--- config.mk ---
export PLATFORM = sky130hd
export DESIGN_NAME = midi_message_assembler
export DESIGN_NICKNAME = d
export VERILOG_FILES = /design/src/rtl/mma_pkg.sv /design/src/rtl/mma_core.sv /design/src/rtl/mma_out.sv /design/src/rtl/midi_message_assembler.sv
export SDC_FILE = /design/constraint.sdc
export NUM_CORES = 1
export LEC_CHECK = 0
export ABC_AREA = 1
export ABC_CLOCK_PERIOD_IN_PS = 3400
export BUFFER_PORTS_ARGS = -buffer_cell sky130_fd_sc_hd__buf_2
export CAP_MARGIN = 20
export CORE_MARGIN = 5
export CORE_UTILIZATION = 30
export CTS_CLUSTER_DIAMETER = 100
export DETAILED_ROUTE_END_ITERATION = 10
export PLACE_DENSITY = 0.52
export SLEW_MARGIN = 20
export SYNTH_ARGS = -nofsm -noshare
export SYNTH_HDL_FRONTEND = slang
export SYNTH_SLANG_ARGS = --single-unit
--- constraint.sdc ---
create_clock -name clk -period 3.4 [get_ports clk]
set_clock_uncertainty 0.05 [all_clocks]
set_input_delay 0.68 -clock clk [delete_from_list [all_inputs] [get_ports clk]]
set_output_delay 0.68 -clock clk [all_outputs]
set_load 0.005 [all_outputs]
--- src/rtl/mma_pkg.sv ---
`timescale 1ns / 1ps
`default_nettype none
// ----------------------------------------------------------------------------
// MIDI message assembler package
// Shared constants, the result type and the data-length decode.
// ----------------------------------------------------------------------------
package mma_pkg;

  localparam int LANE_BITS = 8;
  localparam int MSG_BITS  = 3 * LANE_BITS;

  localparam logic [LANE_BITS-1:0] SYSEX_OPEN  = 8'hF0;
  localparam logic [LANE_BITS-1:0] SYSEX_CLOSE = 8'hF7;

  typedef struct packed {
    logic                valid;
    logic [MSG_BITS-1:0] message;
    logic [1:0]          data_count;
  } res_t;

  function automatic logic [1:0] expected_data(input logic [LANE_BITS-1:0] status);
    logic [1:0] n;
    n = 2'd0;
    case (status[7:4]) inside
      4'h8, 4'h9, 4'hA, 4'hB, 4'hE: n = 2'd2;
      4'hC, 4'hD:                   n = 2'd1;
      4'hF: begin
        case (status[3:0]) inside
          4'h1, 4'h3: n = 2'd1;
          4'h2:       n = 2'd2;
          default:    n = 2'd0;
        endcase
      end
      default: n = 2'd0;
    endcase
    return n;
  endfunction

endpackage

`default_nettype wire

--- src/rtl/mma_core.sv ---
`timescale 1ns / 1ps
`default_nettype none
// ----------------------------------------------------------------------------
// MIDI message assembler core
// Input register, parser state and the per-byte update logic.
// ----------------------------------------------------------------------------
module mma_core
  import mma_pkg::*;
(
  input  wire logic                 clk,
  input  wire logic                 rst,
  input  wire logic                 in_valid,
  output logic                      in_stall,
  input  wire logic [LANE_BITS-1:0] midi_byte,
  input  wire logic                 free,
  output res_t                      res
);

  logic                 ivalid;
  logic [LANE_BITS-1:0] ibyte;
  logic                 process;

  logic                in_sysex,  in_sysex_next;
  logic [MSG_BITS-1:0] assembled, assembled_next;
  logic [1:0]          byte_offset, byte_offset_next;
  logic [1:0]          bytes_left,  bytes_left_next;

  assign in_stall = ivalid && !free;
  assign process  = ivalid && free;

  always_ff @(posedge clk) begin
    if (rst) begin
      ivalid <= 1'b0;
    end else if (!in_stall) begin
      ivalid <= in_valid;
    end
    if (!in_stall && in_valid) begin
      ibyte <= midi_byte;
    end
  end

  always_ff @(posedge clk) begin
    if (rst) begin
      in_sysex    <= 1'b0;
      assembled   <= '0;
      byte_offset <= 2'd0;
      bytes_left  <= 2'd0;
    end else if (process) begin
      in_sysex    <= in_sysex_next;
      assembled   <= assembled_next;
      byte_offset <= byte_offset_next;
      bytes_left  <= bytes_left_next;
    end
  end

  always_comb begin
    in_sysex_next    = in_sysex;
    assembled_next   = assembled;
    byte_offset_next = byte_offset;
    bytes_left_next  = bytes_left;
    res.valid        = 1'b0;
    res.data_count   = 2'd0;
    if (in_sysex) begin
      if (ibyte == SYSEX_CLOSE) begin
        in_sysex_next = 1'b0;
      end
    end else if (ibyte == SYSEX_OPEN) begin
      in_sysex_next = 1'b1;
    end else if (!ibyte[7]) begin
      if (bytes_left != 2'd0) begin
        case (byte_offset)
          2'd0:    assembled_next[7:0]   = assembled[7:0]   | ibyte;
          2'd1:    assembled_next[15:8]  = assembled[15:8]  | ibyte;
          2'd2:    assembled_next[23:16] = assembled[23:16] | ibyte;
          default: assembled_next        = assembled;
        endcase
        byte_offset_next = byte_offset + 2'd1;
        bytes_left_next  = bytes_left - 2'd1;
        if (bytes_left_next == 2'd0) begin
          res.valid      = ivalid;
          res.data_count = byte_offset_next - 2'd1;
        end
      end
    end else begin
      assembled_next   = {{(MSG_BITS-LANE_BITS){1'b0}}, ibyte};
      byte_offset_next = 2'd1;
      bytes_left_next  = expected_data(ibyte);
      if (bytes_left_next == 2'd0) begin
        res.valid      = ivalid;
        res.data_count = 2'd0;
      end
    end
    res.message = assembled_next;
  end

  a_left_range: assert property (@(posedge clk) disable iff (rst)
    bytes_left != 2'd3)
    else $error("bytes_left out of range");

  a_offset_lane: assert property (@(posedge clk) disable iff (rst)
    (bytes_left != 2'd0) |-> (byte_offset == 2'd1 || byte_offset == 2'd2))
    else $error("data lane out of range while data expected");

  a_sysex_quiet: assert property (@(posedge clk) disable iff (rst)
    (ivalid && in_sysex) |-> !res.valid)
    else $error("result raised inside SysEx");

endmodule

`default_nettype wire

--- src/rtl/mma_out.sv ---
`timescale 1ns / 1ps
`default_nettype none
// ----------------------------------------------------------------------------
// MIDI message assembler result register
// Holds one finished message until the receiving side takes it.
// ----------------------------------------------------------------------------
module mma_out
  import mma_pkg::*;
(
  input  wire logic                clk,
  input  wire logic                rst,
  input  res_t                     res,
  output logic                     free,
  output logic                     out_valid,
  input  wire logic                out_stall,
  output logic [MSG_BITS-1:0]      message,
  output logic [1:0]               data_count
);

  assign free = !out_valid || !out_stall;

  always_ff @(posedge clk) begin
    if (rst) begin
      out_valid <= 1'b0;
    end else if (free) begin
      out_valid <= res.valid;
    end
    if (free && res.valid) begin
      message    <= res.message;
      data_count <= res.data_count;
    end
  end

  a_load: assert property (@(posedge clk) disable iff (rst)
    (free && res.valid) |=> out_valid)
    else $error("result lost");

  a_empty: assert property (@(posedge clk) disable iff (rst)
    (free && !res.valid) |=> !out_valid)
    else $error("result invented");

  a_count: assert property (@(posedge clk) disable iff (rst)
    out_valid |-> data_count != 2'd3)
    else $error("data_count out of range");

endmodule

`default_nettype wire

--- src/rtl/midi_message_assembler.sv ---
// A byte taken into the input register has its message loaded into the result
//   register once the result register is free, not holding a stalled result.
// Throughput: one byte per cycle; the input register and the result register
//   each take a new item in every cycle the output side does not stall.
// Bytes that finish no message (data, SysEx) produce no result.
// Reset (rst, synchronous): leaves SysEx, clears the partial message and
//   both registers empty.
`timescale 1ns / 1ps
`default_nettype none
// ----------------------------------------------------------------------------
// MIDI message assembler
// Builds complete MIDI messages from a byte stream, one byte per item.
// ----------------------------------------------------------------------------
module midi_message_assembler
  import mma_pkg::*;
(
  input  wire logic                 clk,
  input  wire logic                 rst,
  input  wire logic                 in_valid,
  output logic                      in_stall,
  input  wire logic [LANE_BITS-1:0] midi_byte,
  output logic                      out_valid,
  input  wire logic                 out_stall,
  output logic [MSG_BITS-1:0]       message,
  output logic [1:0]                data_count
);

  res_t res;
  logic free;

  mma_core u_core (
    .clk       (clk),
    .rst       (rst),
    .in_valid  (in_valid),
    .in_stall  (in_stall),
    .midi_byte (midi_byte),
    .free      (free),
    .res       (res)
  );

  mma_out u_out (
    .clk        (clk),
    .rst        (rst),
    .res        (res),
    .free       (free),
    .out_valid  (out_valid),
    .out_stall  (out_stall),
    .message    (message),
    .data_count (data_count)
  );

endmodule

`default_nettype wire

# --- Yosys cells after proc, flatten, opt, wreduce, memory -nomap -nowiden ---
# Index checks and enable logic that the tools add are counted.
word_totals:
  ff_bits: 65
  in_bits: 12
  elab_cells: 81
op_classes:
  addsub: 3
  eq_ne: 15
  n_mux: 28
  n_bitwise: 7
  reduce_logical: 19
ops:
  columns: ["operator", "count"]
  rows:
  - ["24-bit 2-to-1 mux", 4]
  - ["4-bit == test, second input constant", 8]
  - ["2-bit 2-to-1 mux", 12]
  - ["8-bit 2-to-1 mux", 3]
  - ["8-bit bitwise OR", 3]
  - ["8-bit == test, second input constant", 2]
  - ["5-bit OR reduction", 2]
  - ["1-bit 2-to-1 mux", 9]
  - ["4-bit by 2-bit == test with 1-bit output, second input constant", 2]
  - ["2-bit logical NOT", 3]
  - ["4-bit by 1-bit == test with 1-bit output, second input constant", 1]
  - ["1-bit logical AND", 4]
  - ["1-bit logical NOT", 4]
  - ["1-bit inverter", 4]
  - ["4-bit AND reduction", 1]
  - ["2-bit nonzero test", 2]
  - ["2-bit OR reduction", 2]
  - ["2-bit by 1-bit subtractor with 2-bit output, second input constant", 2]
  - ["2-bit by 1-bit adder with 2-bit output, second input constant", 1]
  - ["2-bit by 1-bit == test with 1-bit output, second input constant", 1]
  - ["2-bit == test, second input constant", 1]
  - ["1-bit logical OR", 1]

# --- Depth between registers and ports, before layout ---
# Gate-level depths: netlist (run 1).
logic_depth:
  word_depth: 15
  ltp_mapped: 10
  mapped_depth_nobuf: 10

# --- By module ---
# A second synthesis (run 1) with hierarchy kept.
unflattened:
  hier_cells: 342
  area_unflattened_um2: 3042.9
modules_own_cells:
  columns: ["mod", "n_inst", "cells_per_inst", "area_per_inst_um2"]
  rows:
  - ["mma_core", 1, 311, 2218.4]
  - ["mma_out", 1, 31, 824.5]

# --- Worst setup path before layout (run 1) ---
# OpenSTA, ideal clock, no wires.
synth_timing:
  kind: "flip-flop to flip-flop"
  from: "register u_core.ibyte[6]"
  to: "register u_out.data_count[0], enable pin"
  setup_ns: 0.409
  t_arrival_ns: 2.038
  t_required_ns: 2.941
  path_slack_ns: 0.904
  stages_incl_launch_ff: 8
  path_buffers: 0
  path_cell_list: "edfxtp_1 -> nand2_2 -> nor2_4 -> nand3_4 -> nand2_4 -> nor2_1 -> nand2_1 -> nor2_1"
synth_between:
  elab_chain_len: 13
  word_cells_on_any_way: 23
  cone_classes: "9 x eq/ne; 10 x mux; 4 x reduce/logical"
synth_rtl:
  columns: ["element", "line_no", "source"]
  rows:
  - ["from (decl)", "mma_core.sv:20", "logic [LANE_BITS-1:0] ibyte;"]
  - ["from (signal assigned)", "mma_core.sv:38", "ibyte <= midi_byte;"]
  - ["4-bit == test", "mma_core.sv:87", "bytes_left_next = expected_data(ibyte);"]
  - ["2-bit 2-to-1 mux or 2-bit OR reduction (tied branches)", "mma_pkg.sv:24", "case (status[7:4]) inside"]
  - ["2-bit 2-to-1 mux (2 in a row)", "mma_pkg.sv:24", null]
  - ["2-bit 2-to-1 mux", "mma_core.sv:69", "end else if (!ibyte[7]) begin"]
  - ["2-bit 2-to-1 mux", "mma_core.sv:67", "end else if (ibyte == SYSEX_OPEN) begin"]
  - ["2-bit 2-to-1 mux", "mma_core.sv:63", "if (in_sysex) begin"]
  - ["2-bit logical NOT", "mma_core.sv:88", "if (bytes_left_next == 2'd0) begin"]
  - ["1-bit 2-to-1 mux", "mma_core.sv:88", null]
  - ["1-bit 2-to-1 mux", "mma_core.sv:69", null]
  - ["1-bit 2-to-1 mux (*)", "mma_core.sv:67", null]
  - ["1-bit 2-to-1 mux (*)", "mma_core.sv:63", null]
  - ["1-bit logical AND (*)", "mma_out.sv:28", "if (free && res.valid) begin"]
  - ["to (signal assigned)", "mma_out.sv:30", "data_count <= res.data_count;"]
  - ["to (decl)", "mma_out.sv:17", "output logic [1:0] data_count"]
# Mark *: on every way between the ends. The rest lies on a longest branch, timed or not. The select of a mux whose other input is x is not followed.
# A chain may end at the register's enable or synchronous reset.

==> metrics.txt, run 1 <==
ANT nets after route 0; post-synth net total 354; minimum clock period 2.24 ns; Max-slew headroom 0.540; initial antenna violation count 0; first-pass GRT wire length 9890 µm; DRT iter0 DRCs 115; Final setup viols 0; XOR/XNOR Fraction of Synth Area 0.00302; CORE AREA 0.00959 mm²; Hold WS 0.407 ns; Worst EP arrival 2.28 ns; Placer Congestion 0.852; dpl cells 501; post_cts resized 0; simple-gate portion of the synthesized area 0.255; status completed; total power per unit cell area 503 mW/mm²; adder-cell area share of the yosys netlist 0.0259; crit start category flip-flop; post-CTS repair timing setup buffer count 0; M1 wire length 3110 µm; fmax 447 MHz; router iterations before antenna repair 5; chip height 108 µm; Core Rows 36; setup TNS 0 ns; Area growth, synth to finish 18.6%; multiplexer share of the synthesized area 0; vias 2,161; GRT overflow 0; CTS tree built; met2 wire length 2550 µm; CTS root buf clkbuf_8; Place WS 1.14 ns; Seq/Total Area, Yosys 0.566; fin crit share 0.658; Seq cells post-synth 65; total track usage 0.108; Peak VDD IR 196 µV; max-slew violation count 0; RSZ-0062 raised after global routing no; worst skew pair latency 0.34 ns; worst hold path type reg -> reg; CTS Buffer Depth 2; Netlist cell types 29; fraction of layout cells with a size suffix above 1 0.172; routed wl met3 304 µm; worst-path maximum fanout 15; Final HPWL DP 4200 µm; drc violations 0; ant diodes 0; synthesized area per cell 8.64 µm²; H-tree levels 3; post-synthesis compound-gate area fraction 0.0569; Num CTS Buffers 9; Post-DP Area 0.00322 mm²; Leak 1.46 nW; vias in the first global route 2,033; largest family of logic cells by synthesized area simple AND/OR/NAND/NOR gates; Die X 108 µm; total power draw 1.73 mW; Initial Utilization 0.303; Setup CP Type reg -> reg; highest routed layer met4; maxcap violations 0; worst setup margin 1.16 ns; Routed WL 6040 µm; mean routed wirelength per cell 11.7 µm; Critical Path RT 3.44 ns; maximum number of pins on one net before global-route repair 27; DIE AREA 0.0117 mm²; Syn Std Cell Area 0.00290 mm²; clock sink count 65; Design Area, Final 0.00344 mm²; io pins 40; final hold vios 0; crit end category flip-flop; nets 397; Slew @ Worst Pin 0.689 ns; post-route insts no fill 517; Via density 4.18; Synth Warn # 0; CTS Hold Bufs 0; Finished Core Util 0.359; synthesized instance count 336; # port buffers 39; Reg clk slew, reported paths 0.07 ns
## cells in the final DEF (no fill, tap or decap), types with 6 or more instances in the layout
master    count
nand4_1       6
inv_1        53
nor2_1       48
buf_2        39
ha_1          6
clkbuf_8     10
edfxtp_1     34
nand2_1      83
a21oi_1      25
dfxtp_1      31
nand3_1       9
## registers in the layout (all words and copies together), names as in the netlist
register	cells
u_core.assembled	24
u_out.message	24
u_core.ibyte	8
u_core.ivalid	1
u_out.data_count	2
u_core.byte_offset	2
u_out.out_valid	1
u_core.bytes_left	2
u_core.in_sysex	1
## cell usage after synthesis (all sizes together)
library cell	count	area share
a21oi	25	0.043
nand3	10	0.022
o211ai	2	0.0052
xnor2	1	0.0030
nand4	7	0.020
clkinv	1	0.0013
nor3b	4	0.010
nor4	2	0.0043
nor2	52	0.073
buf	5	0.015
dfxtp	31	0.21
o21ai	5	0.0086
nand2	85	0.11
clkbuf	3	0.0039
edfxtp	34	0.35
nor3	2	0.0034
inv	57	0.074
ha	6	0.026
or2	4	0.0086
## logic make-up after synthesis
logic type / count (synthesis)
compound gates: 32
fa+ha+maj: 6
flops: 65
buf+inv: 66
xor+xnor: 1
simple gates: 166
## report_power, final
group          leakage, nW  internal, mW  switching [mW]  total (mW)
clock network        0.107         0.435           0.302       0.738
logic                0.799        0.0438          0.0898       0.134
registers            0.558         0.849          0.0127       0.862
total                 1.46          1.33           0.405        1.73
## layer usage
metal	global-route usage	vias up
met5	0	-
met4	0.0460	0
met3	0.0221	6
met2	0.159	53
met1	0.153	954
li1	-	1148
## critical path: stages (launching register included)
cell and delay, ns:
edfxtp_1 0.56, nand2_1 0.18, nor2_4 0.06, nand3_4 0.12, nand2_4 0.11, nor2_2 0.55
inv_2 0.20, nand2_1 0.10, nand2_1 0.06
## final timing paths
kind	to	cells after the start	slack, ns	from
max	u_out.message[6]$_DFFE_PP_	8	1.16	u_core.ibyte[7]$_DFFE_PP_
min	u_core.assembled[7]$_SDFFE_PP0P_	2	0.41	u_core.assembled[7]$_SDFFE_PP0P_
min reg2reg	u_core.assembled[7]$_SDFFE_PP0P_	2	0.41	u_core.assembled[7]$_SDFFE_PP0P_
max reg2reg	u_out.message[6]$_DFFE_PP_	8	1.16	u_core.ibyte[7]$_DFFE_PP_
## final cells by class
class | count | area (µm²)
inverter | 58 | 218
fill | 1000 | 6150
sequential | 65 | 1640
clock buffer | 12 | 145
multi-input combinational | 205 | 992
tap | 133 | 166
clock inverter | 4 | 76.3
timing repair buffer | 40 | 203
(Power assumes the default switching activity.)
==> run 2, diff against run 1 <==
ABC_AREA = 0   (was 1)
ABC_CLOCK_PERIOD_IN_PS = 1900   (was 3400)
PLACE_DENSITY = 0.54   (was 0.52)
clock period = 1.9 ns   (was 3.4 ns; I/O delays follow)
==> metrics.txt, run 2 <==
mean routed wirelength per cell 14.9 µm; Final setup viols 0; vias in the first global route 2,146; fmax 543 MHz; ANT nets after route 0; Initial Utilization 0.307; Core Rows 34; CORE AREA 0.00872 mm²; most common cell after layout, fill and taps aside buf_2; # fillers 822; crit end category flip-flop; prevailing post-synth register cell edfxtp_1; highest-count cells in the layout ignoring fill and taps buf_2, nor2_1, edfxtp_1; Area growth, synth to finish 33.6%; post-synth top area share 0.381; total power per unit cell area 899 mW/mm²; post-route insts no fill 419; Max-slew headroom 0.670; top post-synthesis cells by count nor2_1, edfxtp_1, dfxtp_1; final hold vios 0; synthesized instance count 238; Netlist cell types 37; maxcap violations 0; Slew @ Worst Pin 0.491 ns; GRT overflow 0; Synth area leaders edfxtp_1, dfxtp_1, nor2_1; fin crit share 0.969; Seq/Total Area, Yosys 0.613; Reg clk slew, reported paths 0.07 ns; Via density 4.89; DIE AREA 0.0109 mm²; Num CTS Buffers 9; fraction of layout cells with a size suffix above 1 0.328; chip height 104 µm; vias 2,047; dpl cells 401; Routed WL 6240 µm; Synth Warn # 0; Peak VDD IR 528 µV; DRT iter0 DRCs 101; first-pass GRT wire length 10,700 µm; count leader, synth nor2_1; total power draw 3.22 mW; ant diodes 0; crit start category flip-flop; drc violations 0; Post-DP Area 0.00329 mm²; worst skew pair latency 0.34 ns; initial antenna violation count 0; worst r2r src u_core.ibyte[4]$_DFFE_PP_; maximum number of pins on one net before global-route repair 20; Die X 104 µm; FFs w/ async S/R, synth 0; EDFF count, synth 34; worst hold path type in -> reg; worst setup path start u_core.ibyte[4]$_DFFE_PP_; Hold WS 0.161 ns; Design Area, Final 0.00358 mm²; H-tree levels 3; io pins 40; CTS root buf clkbuf_8; Critical Path RT 1.90 ns; CTS Buffer Depth 2; total track usage 0.123; RSZ-0062 raised after global routing yes; Placer Congestion 0.759; # port buffers 39; nets 324; Finished Core Util 0.410; Final HPWL DP 4470 µm; Syn Std Cell Area 0.00268 mm²; register area 0.00164 mm²; biggest regs u_core.assembled x24, u_out.message x24, u_core.ibyte x8; Multi-input gate area 0.00104 mm²; status completed; Leak 1.33 nW; synthesized area per cell 11.3 µm²; Setup CP Type reg -> reg; Worst EP arrival 1.85 ns; CTS Hold Bufs 0; post-synth net total 256; cell taking the most area after synthesis edfxtp_1; clock sink count 65; Seq cells post-synth 65; router iterations before antenna repair 4; max-slew violation count 0; hold_sp midi_byte[5]; worst-path maximum fanout 16; CTS tree built; minimum clock period 1.84 ns
[run 2: cell types whose count changed after synthesis, sizes merged, moves of 6 or more]
cell,previous run,this run
a22o,0,14
a31oi,0,17
and2,0,7
inv,57,6
nand2,85,4
nand3,10,3
nand4,7,1
nor2,52,36
nor2b,0,6
[run 2: repair_timing]
| item | in CTS | in global routing |
|---|---|---|
| setup buffers | 0 | 2 |
| endpoints found under the hold margin | 0 | 0 |
| setup endpoints to repair | 0 | 43 |
| gates resized for setup | 0 | 3 |
[run 2: final timing paths]
check | end | slack (ns) | cells after the start
setup reg to reg | u_out.message[19]$_DFFE_PP_ | 0.06 | 6
hold reg to reg | u_core.assembled[23]$_SDFFE_PP0P_ | 0.40 | 1
setup / recovery | u_out.message[19]$_DFFE_PP_ | 0.06 | 6
hold / removal | u_core.ibyte[5]$_DFFE_PP_ | 0.16 | 1
[run 2: metal layers]
layer / track usage / share of wire
met1: 0.163 / 0.46
met5: 0 / 0
met4: 0.0463 / 0.017
met2: 0.186 / 0.47
met3: 0.0391 / 0.059
[run 2: where the power goes]
| part | total (mW) | internal, mW | switching [mW] |
|---|---|---|---|
| clock | 1.46 | 0.885 | 0.571 |
| combinational | 0.244 | 0.109 | 0.135 |
| sequential | 1.52 | 1.50 | 0.0176 |
| total | 3.22 | 2.49 | 0.724 |
[run 2: cell type report]
class	count	area share
Timing Repair Buffer	72	0.138
Inverter	6	0.00629
Tap cell	108	0.0377
Clock buffer	9	0.0346
Multi-Input combinational cell	152	0.290
Sequential cell	65	0.459
Clock inverter	7	0.0346
[run 2: per-stage QoR]
step / TNS (ns) / worst slack, ns
3_5_place_dp: 0 / 0.0497
3_3_place_gp: 0 / 0.0756
6_report: 0 / 0.0581
2_1_floorplan: -1.29 / -0.0498
5_1_grt: -0.455 / -0.0313
4_1_cts: 0 / 0.0331
[run 2: cells by family after synthesis]
family / share of synthesized area
AOI/OAI and AO/OA: 0.177
xor gates and xnor gates: 0.00327
adders and majority gates: 0.0280
buffers and inverters: 0.0332
DFF: 0.613
and+or+nand+nor: 0.146
[run 2: worst max-delay path: stages (launching register included)]
cell and delay (ns):
edfxtp_1 0.39, nor3b_2 0.17, buf_4 0.17, a31oi_4 0.29, o21ai_4 0.11, a21oi_4 0.20, buf_12 0.18
